**src/sifsm_pkg.sv**
```systemverilog
// ----------------------------------------------------------------------------
// sifsm_pkg: shared types and constants for the safety interlock fault fsm
// codes, state enum, configuration and payload structures
// ----------------------------------------------------------------------------
package sifsm_pkg;

  localparam int TimeW = 32;

  typedef enum logic [1:0] {
    ST_IDLE  = 2'd0,
    ST_ARMED = 2'd1,
    ST_RUN   = 2'd2,
    ST_FAULT = 2'd3
  } mode_t;

  localparam logic [2:0] CODE_NONE   = 3'd0;
  localparam logic [2:0] CODE_USER   = 3'd1;
  localparam logic [2:0] CODE_FALL   = 3'd2;
  localparam logic [2:0] CODE_LINK   = 3'd3;
  localparam logic [2:0] CODE_SENSOR = 3'd4;

  localparam logic [1:0] EFF_NONE  = 2'd0;
  localparam logic [1:0] EFF_WARN  = 2'd1;
  localparam logic [1:0] EFF_PAUSE = 2'd2;
  localparam logic [1:0] EFF_STOP  = 2'd3;

  localparam logic [1:0] SS_NONE   = 2'd0;
  localparam logic [1:0] SS_OK     = 2'd1;
  localparam logic [1:0] SS_LOCKED = 2'd2;
  localparam logic [1:0] SS_NOTARM = 2'd3;

  localparam logic [3:0] OP_PRESENCE = 4'd0;
  localparam logic [3:0] OP_USER_OFF = 4'd1;
  localparam logic [3:0] OP_LINK_UP  = 4'd2;
  localparam logic [3:0] OP_LINK_DN  = 4'd3;
  localparam logic [3:0] OP_FALL     = 4'd4;
  localparam logic [3:0] OP_SENSOR   = 4'd5;
  localparam logic [3:0] OP_BASELINE = 4'd6;
  localparam logic [3:0] OP_START    = 4'd7;
  localparam logic [3:0] OP_STOP     = 4'd8;
  localparam logic [3:0] OP_TIME     = 4'd9;

  localparam logic [2:0] REG_SENSOR_INST = 3'd0;
  localparam logic [2:0] REG_COOLDOWN    = 3'd1;
  localparam logic [2:0] REG_CONFIRM     = 3'd2;
  localparam logic [2:0] REG_FALL_STOP   = 3'd3;
  localparam logic [2:0] REG_POLICY      = 3'd4;
  localparam logic [2:0] REG_NOTICE_INT  = 3'd5;

  typedef struct packed {
    logic [3:0]       operation;
    logic             flag;
    logic [TimeW-1:0] now_ms;
  } in_item_t;

  typedef struct packed {
    logic [1:0] ctrl_state;
    logic [2:0] visible_reason;
    logic [1:0] safety_effect;
    logic [1:0] start_status;
    logic       stop_event;
    logic [2:0] stop_code;
    logic [1:0] stop_effect;
    logic       stop_source;
    logic       fall_notice;
  } out_item_t;

  typedef struct packed {
    logic        sensor_installed;
    logic [15:0] cooldown_ms;
    logic [15:0] confirm_ms;
    logic        fall_stop_enable;
    logic [3:0]  policy_flags;
    logic [15:0] fall_notice_interval_ms;
  } cfg_t;

  typedef struct packed {
    mode_t            mode;
    logic [2:0]       blocking;
    logic [2:0]       pause;
    logic [2:0]       warning;
    logic [TimeW-1:0] fault_time;
    logic             win_open;
    logic [TimeW-1:0] clear_start;
    logic             presence;
    logic             baseline;
    logic             sensor_ok;
    logic             sensor_known;
    logic [TimeW-1:0] last_notice;
  } state_t;

endpackage

```
**src/sifsm_if.sv**
```systemverilog
// ----------------------------------------------------------------------------
// sifsm channel interfaces
// valid/ready stream channel and configuration write channel
// ----------------------------------------------------------------------------
interface sifsm_in_if;
  import sifsm_pkg::*;
  logic     valid;
  logic     ready;
  in_item_t data;
  modport source (output valid, output data, input ready);
  modport sink (input valid, input data, output ready);
endinterface

interface sifsm_out_if;
  import sifsm_pkg::*;
  logic      valid;
  logic      ready;
  out_item_t data;
  modport source (output valid, output data, input ready);
  modport sink (input valid, input data, output ready);
endinterface

interface sifsm_cfg_if;
  logic        valid;
  logic        ready;
  logic [2:0]  index;
  logic [15:0] wdata;
  modport source (output valid, output index, output wdata, input ready);
  modport sink (input valid, input index, input wdata, output ready);
endinterface

```
**src/safety_interlock_fault_fsm_unit.sv**
```systemverilog
// ----------------------------------------------------------------------------
// safety_interlock_fault_fsm_unit: safety interlock fault controller
//
//   channel | dir | contents
//   in_     | in  | operation, flag, now_ms
//   out_    | out | state, reason, effect, start and stop report, fall notice
//   cfg_    | in  | register index and write data
//
// one transaction per cycle while the skid stage is empty; the result is registered
// state update and result come from one combinational step on the state register
// output register with skid stage: input is taken while a result waits
// synchronous active-low reset restores register defaults and idle state
// ----------------------------------------------------------------------------
module safety_interlock_fault_fsm_unit (
  input  logic          clk,
  input  logic          rst_n,
  sifsm_in_if.sink      in_ch,
  sifsm_out_if.source   out_ch,
  sifsm_cfg_if.sink     cfg_ch
);
  import sifsm_pkg::*;

  cfg_t      cfg_q;
  logic      notice_reset;
  state_t    st_r, st_nxt, st_step;
  out_item_t res;
  out_item_t main_r, skid_r;
  logic      main_v_r, skid_v_r;
  logic      acc, pop;

  sifsm_cfg_regs u_cfg (
    .clk(clk), .rst_n(rst_n), .cfg(cfg_ch), .cfg_q(cfg_q), .notice_reset(notice_reset)
  );

  sifsm_step u_step (
    .cfg(cfg_q), .st(st_r), .item(in_ch.data), .st_nxt(st_step), .res(res)
  );

  assign in_ch.ready = !skid_v_r;
  assign acc = in_ch.valid && in_ch.ready;
  assign pop = main_v_r && out_ch.ready;
  assign out_ch.valid = main_v_r;
  assign out_ch.data = main_r;

  always_comb begin
    st_nxt = acc ? st_step : st_r;
    if (notice_reset) st_nxt.last_notice = '0;
  end

  always_ff @(posedge clk) begin
    if (!rst_n) begin
      st_r <= '{mode: ST_IDLE, blocking: CODE_NONE, pause: CODE_NONE,
                warning: CODE_NONE, default: '0};
      main_v_r <= 1'b0;
      skid_v_r <= 1'b0;
    end else begin
      st_r <= st_nxt;
      if (!main_v_r || pop) begin
        main_v_r <= skid_v_r || acc;
        skid_v_r <= 1'b0;
      end else if (acc) begin
        skid_v_r <= 1'b1;
      end
    end
  end

  always_ff @(posedge clk) begin
    if (!main_v_r || pop) main_r <= skid_v_r ? skid_r : res;
    if (acc && main_v_r && !pop) skid_r <= res;
  end

  a_ready_skid: assert property (@(posedge clk) disable iff (!rst_n)
    skid_v_r |-> main_v_r) else $error("skid holds data while output empty");
  a_fault_blk: assert property (@(posedge clk) disable iff (!rst_n)
    (st_r.blocking != CODE_NONE) |-> (st_r.mode == ST_FAULT))
    else $error("blocking fault latched outside fault stop");
  a_fault_has_code: assert property (@(posedge clk) disable iff (!rst_n)
    (st_r.mode == ST_FAULT) |-> (st_r.blocking != CODE_NONE))
    else $error("fault stop without blocking code");
endmodule

```
**src/sifsm_cfg_regs.sv**
```systemverilog
// ----------------------------------------------------------------------------
// sifsm_cfg_regs: configuration register file
// decodes writes; flags a change of fall_stop_enable
// ----------------------------------------------------------------------------
module sifsm_cfg_regs (
  input  logic              clk,
  input  logic              rst_n,
  sifsm_cfg_if.sink         cfg,
  output sifsm_pkg::cfg_t   cfg_q,
  output logic              notice_reset
);
  import sifsm_pkg::*;

  cfg_t cfg_r, cfg_nxt;

  assign cfg.ready = 1'b1;
  assign cfg_q = cfg_r;

  always_comb begin
    cfg_nxt = cfg_r;
    notice_reset = 1'b0;
    if (cfg.valid) begin
      case (cfg.index)
        REG_SENSOR_INST: cfg_nxt.sensor_installed = cfg.wdata[0];
        REG_COOLDOWN:    cfg_nxt.cooldown_ms = cfg.wdata;
        REG_CONFIRM:     cfg_nxt.confirm_ms = cfg.wdata;
        REG_FALL_STOP: begin
          cfg_nxt.fall_stop_enable = cfg.wdata[0];
          notice_reset = (cfg.wdata[0] != cfg_r.fall_stop_enable);
        end
        REG_POLICY:      cfg_nxt.policy_flags = cfg.wdata[3:0];
        REG_NOTICE_INT:  cfg_nxt.fall_notice_interval_ms = cfg.wdata;
        default: ;
      endcase
    end
  end

  always_ff @(posedge clk) begin
    if (!rst_n) begin
      cfg_r <= '{sensor_installed: 1'b1, cooldown_ms: 16'd3000,
                 confirm_ms: 16'd1000, fall_stop_enable: 1'b1,
                 policy_flags: 4'hf, fall_notice_interval_ms: 16'd5000};
    end else begin
      cfg_r <= cfg_nxt;
    end
  end
endmodule

```
**src/sifsm_step.sv**
```systemverilog
// ----------------------------------------------------------------------------
// sifsm_step: combinational next-state and result logic for one event
// ----------------------------------------------------------------------------
module sifsm_step (
  input  sifsm_pkg::cfg_t   cfg,
  input  sifsm_pkg::state_t st,
  input  sifsm_pkg::in_item_t item,
  output sifsm_pkg::state_t st_nxt,
  output sifsm_pkg::out_item_t res
);
  import sifsm_pkg::*;

  function automatic logic can_arm(state_t s, cfg_t c);
    return (s.pause == CODE_NONE) &&
           (!c.sensor_installed || s.presence) && (!c.sensor_installed || s.baseline);
  endfunction

  function automatic state_t sync_ready(state_t s, cfg_t c);
    state_t r;
    r = s;
    if (s.blocking != CODE_NONE) r.mode = ST_FAULT;
    else if (s.mode == ST_RUN) r.mode = ST_RUN;
    else if (s.pause != CODE_NONE) r.mode = ST_IDLE;
    else r.mode = can_arm(s, c) ? ST_ARMED : ST_IDLE;
    return r;
  endfunction

  function automatic logic recovery_met(state_t s);
    logic m;
    case (s.blocking)
      CODE_USER:   m = s.presence && s.baseline;
      CODE_FALL:   m = !s.presence;
      CODE_SENSOR: m = s.sensor_known && s.sensor_ok;
      default:     m = 1'b1;
    endcase
    return m;
  endfunction

  function automatic state_t clear_blocking(state_t s, cfg_t c);
    state_t r;
    r = s;
    r.blocking = CODE_NONE;
    r.win_open = 1'b0;
    r.clear_start = '0;
    return sync_ready(r, c);
  endfunction

  function automatic state_t maybe_clear(state_t s, cfg_t c, logic [TimeW-1:0] now);
    state_t r;
    logic [TimeW-1:0] age, held;
    r = s;
    age = now - s.fault_time;
    held = now - s.clear_start;
    if (s.blocking != CODE_NONE && s.mode == ST_FAULT) begin
      if (age < TimeW'(c.cooldown_ms)) r.win_open = 1'b0;
      else if (!recovery_met(s)) r.win_open = 1'b0;
      else if (!s.win_open) begin
        r.win_open = 1'b1;
        r.clear_start = now;
      end else if (held >= TimeW'(c.confirm_ms)) r = clear_blocking(s, c);
    end
    return r;
  endfunction

  logic [TimeW-1:0] now, nage;
  logic stop_f, stop_s, notice;
  logic [2:0] stop_c;
  logic [1:0] stop_e, sstat;
  logic blk_req, pause_req, changed;
  logic [2:0] blk_code, pause_code;

  always_comb begin
    state_t t;
    now = item.now_ms;
    nage = now - st.last_notice;
    t = st;
    stop_f = 1'b0;
    stop_c = CODE_NONE;
    stop_e = EFF_NONE;
    stop_s = 1'b0;
    notice = 1'b0;
    sstat = SS_NONE;
    blk_req = 1'b0;
    pause_req = 1'b0;
    blk_code = CODE_NONE;
    pause_code = CODE_NONE;
    changed = !st.sensor_known || (st.sensor_ok != item.flag);
    case (item.operation)
      OP_PRESENCE, OP_BASELINE: begin
        if (item.operation == OP_PRESENCE) t.presence = item.flag;
        else t.baseline = item.flag;
        if (t.pause == CODE_USER && t.presence && t.baseline) begin
          t.pause = CODE_NONE;
          t = sync_ready(t, cfg);
        end else if (t.blocking != CODE_NONE) t = maybe_clear(t, cfg, now);
        else t = sync_ready(t, cfg);
      end
      OP_USER_OFF: begin
        t.presence = 1'b0;
        if (!(st.mode == ST_RUN && cfg.sensor_installed && st.baseline))
          t = sync_ready(t, cfg);
        else if (cfg.policy_flags[0]) begin
          pause_req = 1'b1; pause_code = CODE_USER;
        end else begin
          blk_req = 1'b1; blk_code = CODE_USER;
        end
      end
      OP_LINK_UP: begin
        if (t.warning == CODE_LINK) t.warning = CODE_NONE;
        if (t.sensor_known && !t.sensor_ok) t.warning = CODE_SENSOR;
      end
      OP_LINK_DN: begin
        if (cfg.policy_flags[1]) begin
          blk_req = 1'b1; blk_code = CODE_LINK;
        end else t.warning = CODE_LINK;
      end
      OP_FALL: begin
        if (!cfg.fall_stop_enable) begin
          if (st.last_notice == '0 || nage >= TimeW'(cfg.fall_notice_interval_ms)) begin
            t.last_notice = now;
            notice = 1'b1;
          end
        end else begin
          t.last_notice = '0;
          if (cfg.policy_flags[2]) begin
            blk_req = 1'b1; blk_code = CODE_FALL;
          end else begin
            pause_req = 1'b1; pause_code = CODE_FALL;
          end
        end
      end
      OP_SENSOR: begin
        if (!cfg.sensor_installed) begin
          t.sensor_known = 1'b0;
          t.sensor_ok = 1'b0;
          if (t.blocking == CODE_SENSOR) t = clear_blocking(t, cfg);
          else begin
            if (t.warning == CODE_SENSOR) t.warning = CODE_NONE;
            t = sync_ready(t, cfg);
          end
        end else begin
          t.sensor_known = 1'b1;
          t.sensor_ok = item.flag;
          if (!item.flag && changed) begin
            if (cfg.policy_flags[3] && st.mode == ST_RUN) begin
              blk_req = 1'b1; blk_code = CODE_SENSOR;
            end else t.warning = CODE_SENSOR;
          end else begin
            if (item.flag && t.warning == CODE_SENSOR) t.warning = CODE_NONE;
            if (t.blocking != CODE_NONE) t = maybe_clear(t, cfg, now);
            else t = sync_ready(t, cfg);
          end
        end
      end
      OP_START: begin
        if (t.blocking != CODE_NONE) t = maybe_clear(t, cfg, now);
        if (t.blocking != CODE_NONE) sstat = SS_LOCKED;
        else if (t.pause != CODE_NONE) sstat = SS_NOTARM;
        else if (cfg.sensor_installed && !(t.presence && t.baseline)) sstat = SS_NOTARM;
        else begin
          t.mode = ST_RUN; sstat = SS_OK;
        end
      end
      OP_STOP: begin
        if (t.blocking != CODE_NONE) t.mode = ST_FAULT;
        else begin
          if (t.mode == ST_RUN) begin
            stop_f = 1'b1;
            stop_c = t.pause;
            stop_e = (t.pause != CODE_NONE) ? EFF_PAUSE : EFF_NONE;
            stop_s = (t.pause != CODE_NONE);
          end
          t.mode = can_arm(t, cfg) ? ST_ARMED : ST_IDLE;
        end
      end
      OP_TIME: t = maybe_clear(t, cfg, now);
      default: ;
    endcase
    if (blk_req) begin
      if (t.mode == ST_RUN) begin
        stop_f = 1'b1; stop_c = blk_code; stop_e = EFF_STOP; stop_s = 1'b1;
      end
      t.blocking = blk_code;
      t.fault_time = now;
      t.win_open = 1'b0;
      t.clear_start = '0;
      t.pause = CODE_NONE;
      t.mode = ST_FAULT;
    end
    if (pause_req && t.pause != pause_code) begin
      t.pause = pause_code;
      t.win_open = 1'b0;
      t.clear_start = '0;
      if (t.mode == ST_RUN && t.blocking == CODE_NONE) begin
        stop_f = 1'b1; stop_c = pause_code; stop_e = EFF_PAUSE; stop_s = 1'b1;
        t.mode = can_arm(t, cfg) ? ST_ARMED : ST_IDLE;
      end
      t = sync_ready(t, cfg);
    end
    st_nxt = t;
    res.ctrl_state = t.mode;
    if (t.blocking != CODE_NONE) begin
      res.visible_reason = t.blocking; res.safety_effect = EFF_STOP;
    end else if (t.pause != CODE_NONE) begin
      res.visible_reason = t.pause; res.safety_effect = EFF_PAUSE;
    end else if (t.warning != CODE_NONE) begin
      res.visible_reason = t.warning; res.safety_effect = EFF_WARN;
    end else begin
      res.visible_reason = CODE_NONE; res.safety_effect = EFF_NONE;
    end
    res.start_status = sstat;
    res.stop_event = stop_f;
    res.stop_code = stop_c;
    res.stop_effect = stop_e;
    res.stop_source = stop_s;
    res.fall_notice = notice;
  end
endmodule
```
**src/flat_wrapper.sv**
```systemverilog
// flat-port wrapper written by rule: the top's interface ports become plain ports
module safety_interlock_fault_fsm_unit_flat import sifsm_pkg::*;
  (clk, rst_n, in_ch_valid, in_ch_data, in_ch_ready, out_ch_valid, out_ch_data, out_ch_ready, cfg_ch_valid, cfg_ch_index, cfg_ch_wdata, cfg_ch_ready);
  sifsm_in_if in_ch_i ();
  sifsm_out_if out_ch_i ();
  sifsm_cfg_if cfg_ch_i ();
  input  logic clk;
  input  logic rst_n;
  input wire logic [$bits(in_ch_i.valid)-1:0] in_ch_valid;
  input wire logic [$bits(in_ch_i.data)-1:0] in_ch_data;
  output wire logic [$bits(in_ch_i.ready)-1:0] in_ch_ready;
  output wire logic [$bits(out_ch_i.valid)-1:0] out_ch_valid;
  output wire logic [$bits(out_ch_i.data)-1:0] out_ch_data;
  input wire logic [$bits(out_ch_i.ready)-1:0] out_ch_ready;
  input wire logic [$bits(cfg_ch_i.valid)-1:0] cfg_ch_valid;
  input wire logic [$bits(cfg_ch_i.index)-1:0] cfg_ch_index;
  input wire logic [$bits(cfg_ch_i.wdata)-1:0] cfg_ch_wdata;
  output wire logic [$bits(cfg_ch_i.ready)-1:0] cfg_ch_ready;
  assign in_ch_i.valid = in_ch_valid;
  assign in_ch_i.data = in_ch_data;
  assign in_ch_ready = in_ch_i.ready;
  assign out_ch_valid = out_ch_i.valid;
  assign out_ch_data = out_ch_i.data;
  assign out_ch_i.ready = out_ch_ready;
  assign cfg_ch_i.valid = cfg_ch_valid;
  assign cfg_ch_i.index = cfg_ch_index;
  assign cfg_ch_i.wdata = cfg_ch_wdata;
  assign cfg_ch_ready = cfg_ch_i.ready;
  safety_interlock_fault_fsm_unit u_core (.clk(clk), .rst_n(rst_n), .in_ch(in_ch_i), .out_ch(out_ch_i), .cfg_ch(cfg_ch_i));
endmodule
```
**config.mk**
```make
export PLATFORM = sky130hd
export DESIGN_NAME = safety_interlock_fault_fsm_unit_flat
export DESIGN_NICKNAME = d
export VERILOG_FILES = /design/src/sifsm_pkg.sv /design/src/sifsm_if.sv /design/src/safety_interlock_fault_fsm_unit.sv /design/src/sifsm_cfg_regs.sv /design/src/sifsm_step.sv /design/src/flat_wrapper.sv
export SDC_FILE = /design/constraint.sdc
export NUM_CORES = 1
export LEC_CHECK = 0
export ABC_AREA = 1
export BUFFER_PORTS_ARGS = -buffer_cell sky130_fd_sc_hd__buf_2
export CORE_MARGIN = 3
export CORE_UTILIZATION = 30
export DETAILED_ROUTE_END_ITERATION = 16
export PLACE_DENSITY = 0.41
export SYNTH_ARGS = -nofsm -noshare
export SYNTH_HDL_FRONTEND = slang
export SYNTH_SLANG_ARGS = --single-unit
```
**constraint.sdc**
```tcl
create_clock -name clk -period 6.55 [get_ports clk]
set_clock_uncertainty 0.05 [all_clocks]
set_input_delay 1.965 -clock clk [delete_from_list [all_inputs] [get_ports clk]]
set_output_delay 1.965 -clock clk [all_outputs]
set_load 0.005 [all_outputs]
```
==> reports/qor.txt <==
outcome -> completed
register-to-register setup slack -> 1.85 ns
top cells by area, synth -> dfxtp_1 (20%), nand2_1 (16%), inv_1 (11%)
RSZ-0062 raised after global routing -> no
Pre-antenna DRT Iters -> 7
die width -> 244 µm
routed len/inst -> 18.5 µm
Startpoint Class -> input pin
CP Capture Type -> flip-flop
Psw -> 1500 µW
Syn Nets -> 2,962
H-tree depth -> 4
Final Cycle Share -> 0.930
gr usage total -> 0.223
Post-Route WL -> 66.9 mm
chip height -> 244 µm
clock root cell -> clkbuf_16
cts-stage hold buffer count -> 0
Post-synth top flop -> dfxtp_1
P_leak -> 0.00950 µW
combinational share of power -> 0.344
Fin. Hold Viols -> 0
pwr/cell area -> 197 mW/mm²
first-pass GRT wire length -> 102 mm
vias in the first global route -> 16,596
global route overflow -> 0
number of cells on the worst hold path -> 2
initial antenna violation count -> 0
maxcap violations -> 0
port buffer count -> 79
clock sinks -> 200
Slowest cell on crit path -> fa_1
Starting Density -> 0.306
Final setup viols -> 0
Via density -> 4.87
Seq/Total Area, Yosys -> 0.254
share of cells above drive strength 1 -> 0.0817
Post-DP HPWL -> 55.6 mm
number of DRC markers in iteration 0 -> 1,211
antenna viol nets, final -> 0
Fmax -> 164 MHz
post-route setup slack -> 0.460 ns
maximum vdd ir drop -> 0.206 mV
Yosys warnings -> 0
clock buffer depth -> 2
Reg power frac -> 0.355
start point of the critical path -> in_ch_data[0]
Final TNS setup -> 0 ns
DRC violations left -> 0
GP Congestion -> 0.911
Via Count -> 17,659
I/O pins -> 81
area leader, netlist -> dfxtp_1
crit path kind -> in -> reg
synthesized cell area -> 0.0170 mm²
nets -> 3,066
TritonCTS clock tree -> built
Syn Area/Cell -> 6.18 µm²
clock share of power -> 0.301
FF-to-FF path depth -> 32
Skew-Pair Late Insertion Delay -> 0.50 ns
Data required, critical path -> 6.73 ns
TritonCTS Buffers -> 17
crit path buf inv count -> 5
worst slew margin relative to its limit -> 0.258
synth-to-layout area growth -> 13.1%
Critical Path Max Stage Delay -> 0.45 ns
FF-to-FF Start -> u_core.st_r[71]
delay-heaviest family, CP -> simple AND/OR/NAND/NOR gates
Post-synth EDFFs -> 32
total die area -> 0.0597 mm²
CP Max Fanout -> 9
Worst Hold Class -> reg -> reg
CP Depth -> 29
post-synth top area share -> 0.197
Clk pin slew, worst setup/hold paths -> 0.08 ns
FF+latch count, synth -> 200
Gate Count Post-Synth -> 2,758
pre-CTS WS -> -0.0953 ns
post-layout min period -> 6.09 ns
core area -> 0.0556 mm²
Critical Path AT -> 6.27 ns
Internal -> 2300 µW
max-slew violation count -> 0
n_diodes -> 0
R2R Path End -> u_core.out_ch.data[4]
post-synthesis cell type count -> 61
switch share -> 0.395
largest net degree at the start of global routing -> 82
crit-path most repeated cell -> nor2_1
CP Capture Point -> u_core.out_ch.data[16]
Slew @ Worst Pin -> 1.11 ns
share of flip-flops with an asynchronous set or reset -> 0
# rows -> 86
cell families (layout without fill, tap and decap cells):
family | after synthesis | count (layout) | share of synthesized area
compound gates | 507 | 507 | 0.168
simple gates | 1265 | 1265 | 0.310
fa+ha+maj | 143 | 143 | 0.106
buf+inv | 579 | 696 | 0.130
flops | 200 | 200 | 0.254
xor+xnor | 63 | 63 | 0.0324
other cells | 1 | 1 | 0.000220
worst min-delay path by stage:
| stage | start | slack (ns) | to |
|---|---|---|---|
| global route | u_core.st_r[77] | 0.43 | u_core.st_r[77] |
| detailed placement | u_core.st_r[89] | 0.40 | u_core.st_r[89] |
| CTS | u_core.st_r[89] | 0.41 | u_core.st_r[89] |
| finish | u_core.st_r[94] | 0.41 | u_core.st_r[94] |
| floorplan | u_core.st_r[71] | 0.38 | u_core.st_r[71] |
| global placement | u_core.st_r[89] | 0.39 | u_core.st_r[89] |
worst reg2reg max path, delay by kind of cell (launching register included):
| family | cells | cell delay (ns) |
|---|---|---|
| flip-flops | 1 | 0.32 |
| adder cells (fa/ha/maj) | 2 | 0.65 |
| buffers and inverters | 1 | 0.05 |
| XOR/XNOR | 1 | 0.20 |
| AND/OR/NAND/NOR | 24 | 2.56 |
| AO/OA/AOI/OAI | 4 | 0.61 |
layer usage:
layer | vias up | GRT usage | share of wire
met5 | - | 0 | 0
met4 | 0 | 0.0437 | 0.011
met3 | 40 | 0.0259 | 0.036
met2 | 334 | 0.363 | 0.45
met1 | 8213 | 0.319 | 0.50
li1 | 9072 | - | -
through the flow:
stage / cells / power (µW) / hold slack [ns] / utilization / instance area, µm²
finish: 3623 / 3800 / 0.411 / 0.347 / 19300
global route: 3623 / 4060 / 0.429 / 0.347 / 19300
CTS: 3623 / 3850 / 0.414 / 0.346 / 19300
detailed placement: 3591 / 2680 / 0.402 / 0.335 / 18700
global placement: 3591 / 2680 / 0.392 / 0.335 / 18700
floorplan: 2758 / 2220 / 0.383 / - / 17000
power groups by stage:
stage,sequential [µW],clock [µW],combinational [µW]
floorplan,1360,0,853
global placement,1380,0,1300
detailed placement,1380,0,1300
CTS,1350,1190,1310
global route,1360,1230,1480
finish,1350,1140,1310
cells in the final DEF (no fill, tap or decap), types with 4 or more instances in the layout:
cell,count
a211oi_1,9
o211ai_1,24
o21ai_2,5
nor4_1,15
buf_4,71
dfxtp_1,168
nand3_2,4
a21o_1,8
ha_1,140
clkbuf_16,18
xnor2_1,21
edfxtp_1,32
clkinv_8,5
nor2_4,4
nand3b_1,6
a31oi_1,13
nand4_1,28
o21bai_1,6
nor3_1,30
o21ai_1,24
a21oi_1,217
nand2_2,5
o32ai_1,13
nor2_2,6
nand2_1,738
and2_1,9
nand3_1,135
o21ai_0,154
nor2_1,271
o31ai_1,6
inv_1,495
xor2_1,41
inv_2,14
o311ai_1,13
buf_2,78
registers in the layout, indices dropped and copies added, names as in the netlist:
register and flops:
u_core.out_ch.valid 1, u_core.st_r 112, u_core.out_ch.data 16, u_core.u_cfg.cfg_q 54
u_core.skid_v_r 1, u_core.skid_r 16
cell usage after synthesis, drive strengths merged (32+ instances only):
master and count:
nor2 282, inv 511, a21oi 219, dfxtp 168, xor2 42, nor3 34
nand2 743, o21ai 183, nand3 140, clkbuf 49, ha 140, edfxtp 32
cell type report:
| type | instances | area (µm²) |
|---|---|---|
| Fill cell | 6248 | 36300 |
| Multi-Input combinational cell | 1979 | 10500 |
| Sequential cell | 200 | 4320 |
| Inverter | 514 | 1930 |
| Timing Repair Buffer | 150 | 943 |
| Tap cell | 748 | 936 |
| Clock buffer | 18 | 450 |
| Clock inverter | 14 | 171 |
repair_timing:
| action | CTS | global route |
|---|---|---|
| gates resized for setup | 0 | 3 |
| buffers inserted | 0 | 0 |
| endpoints found under the setup margin | 0 | 6 |
Note: power is estimated with default switching activity, not from simulation.
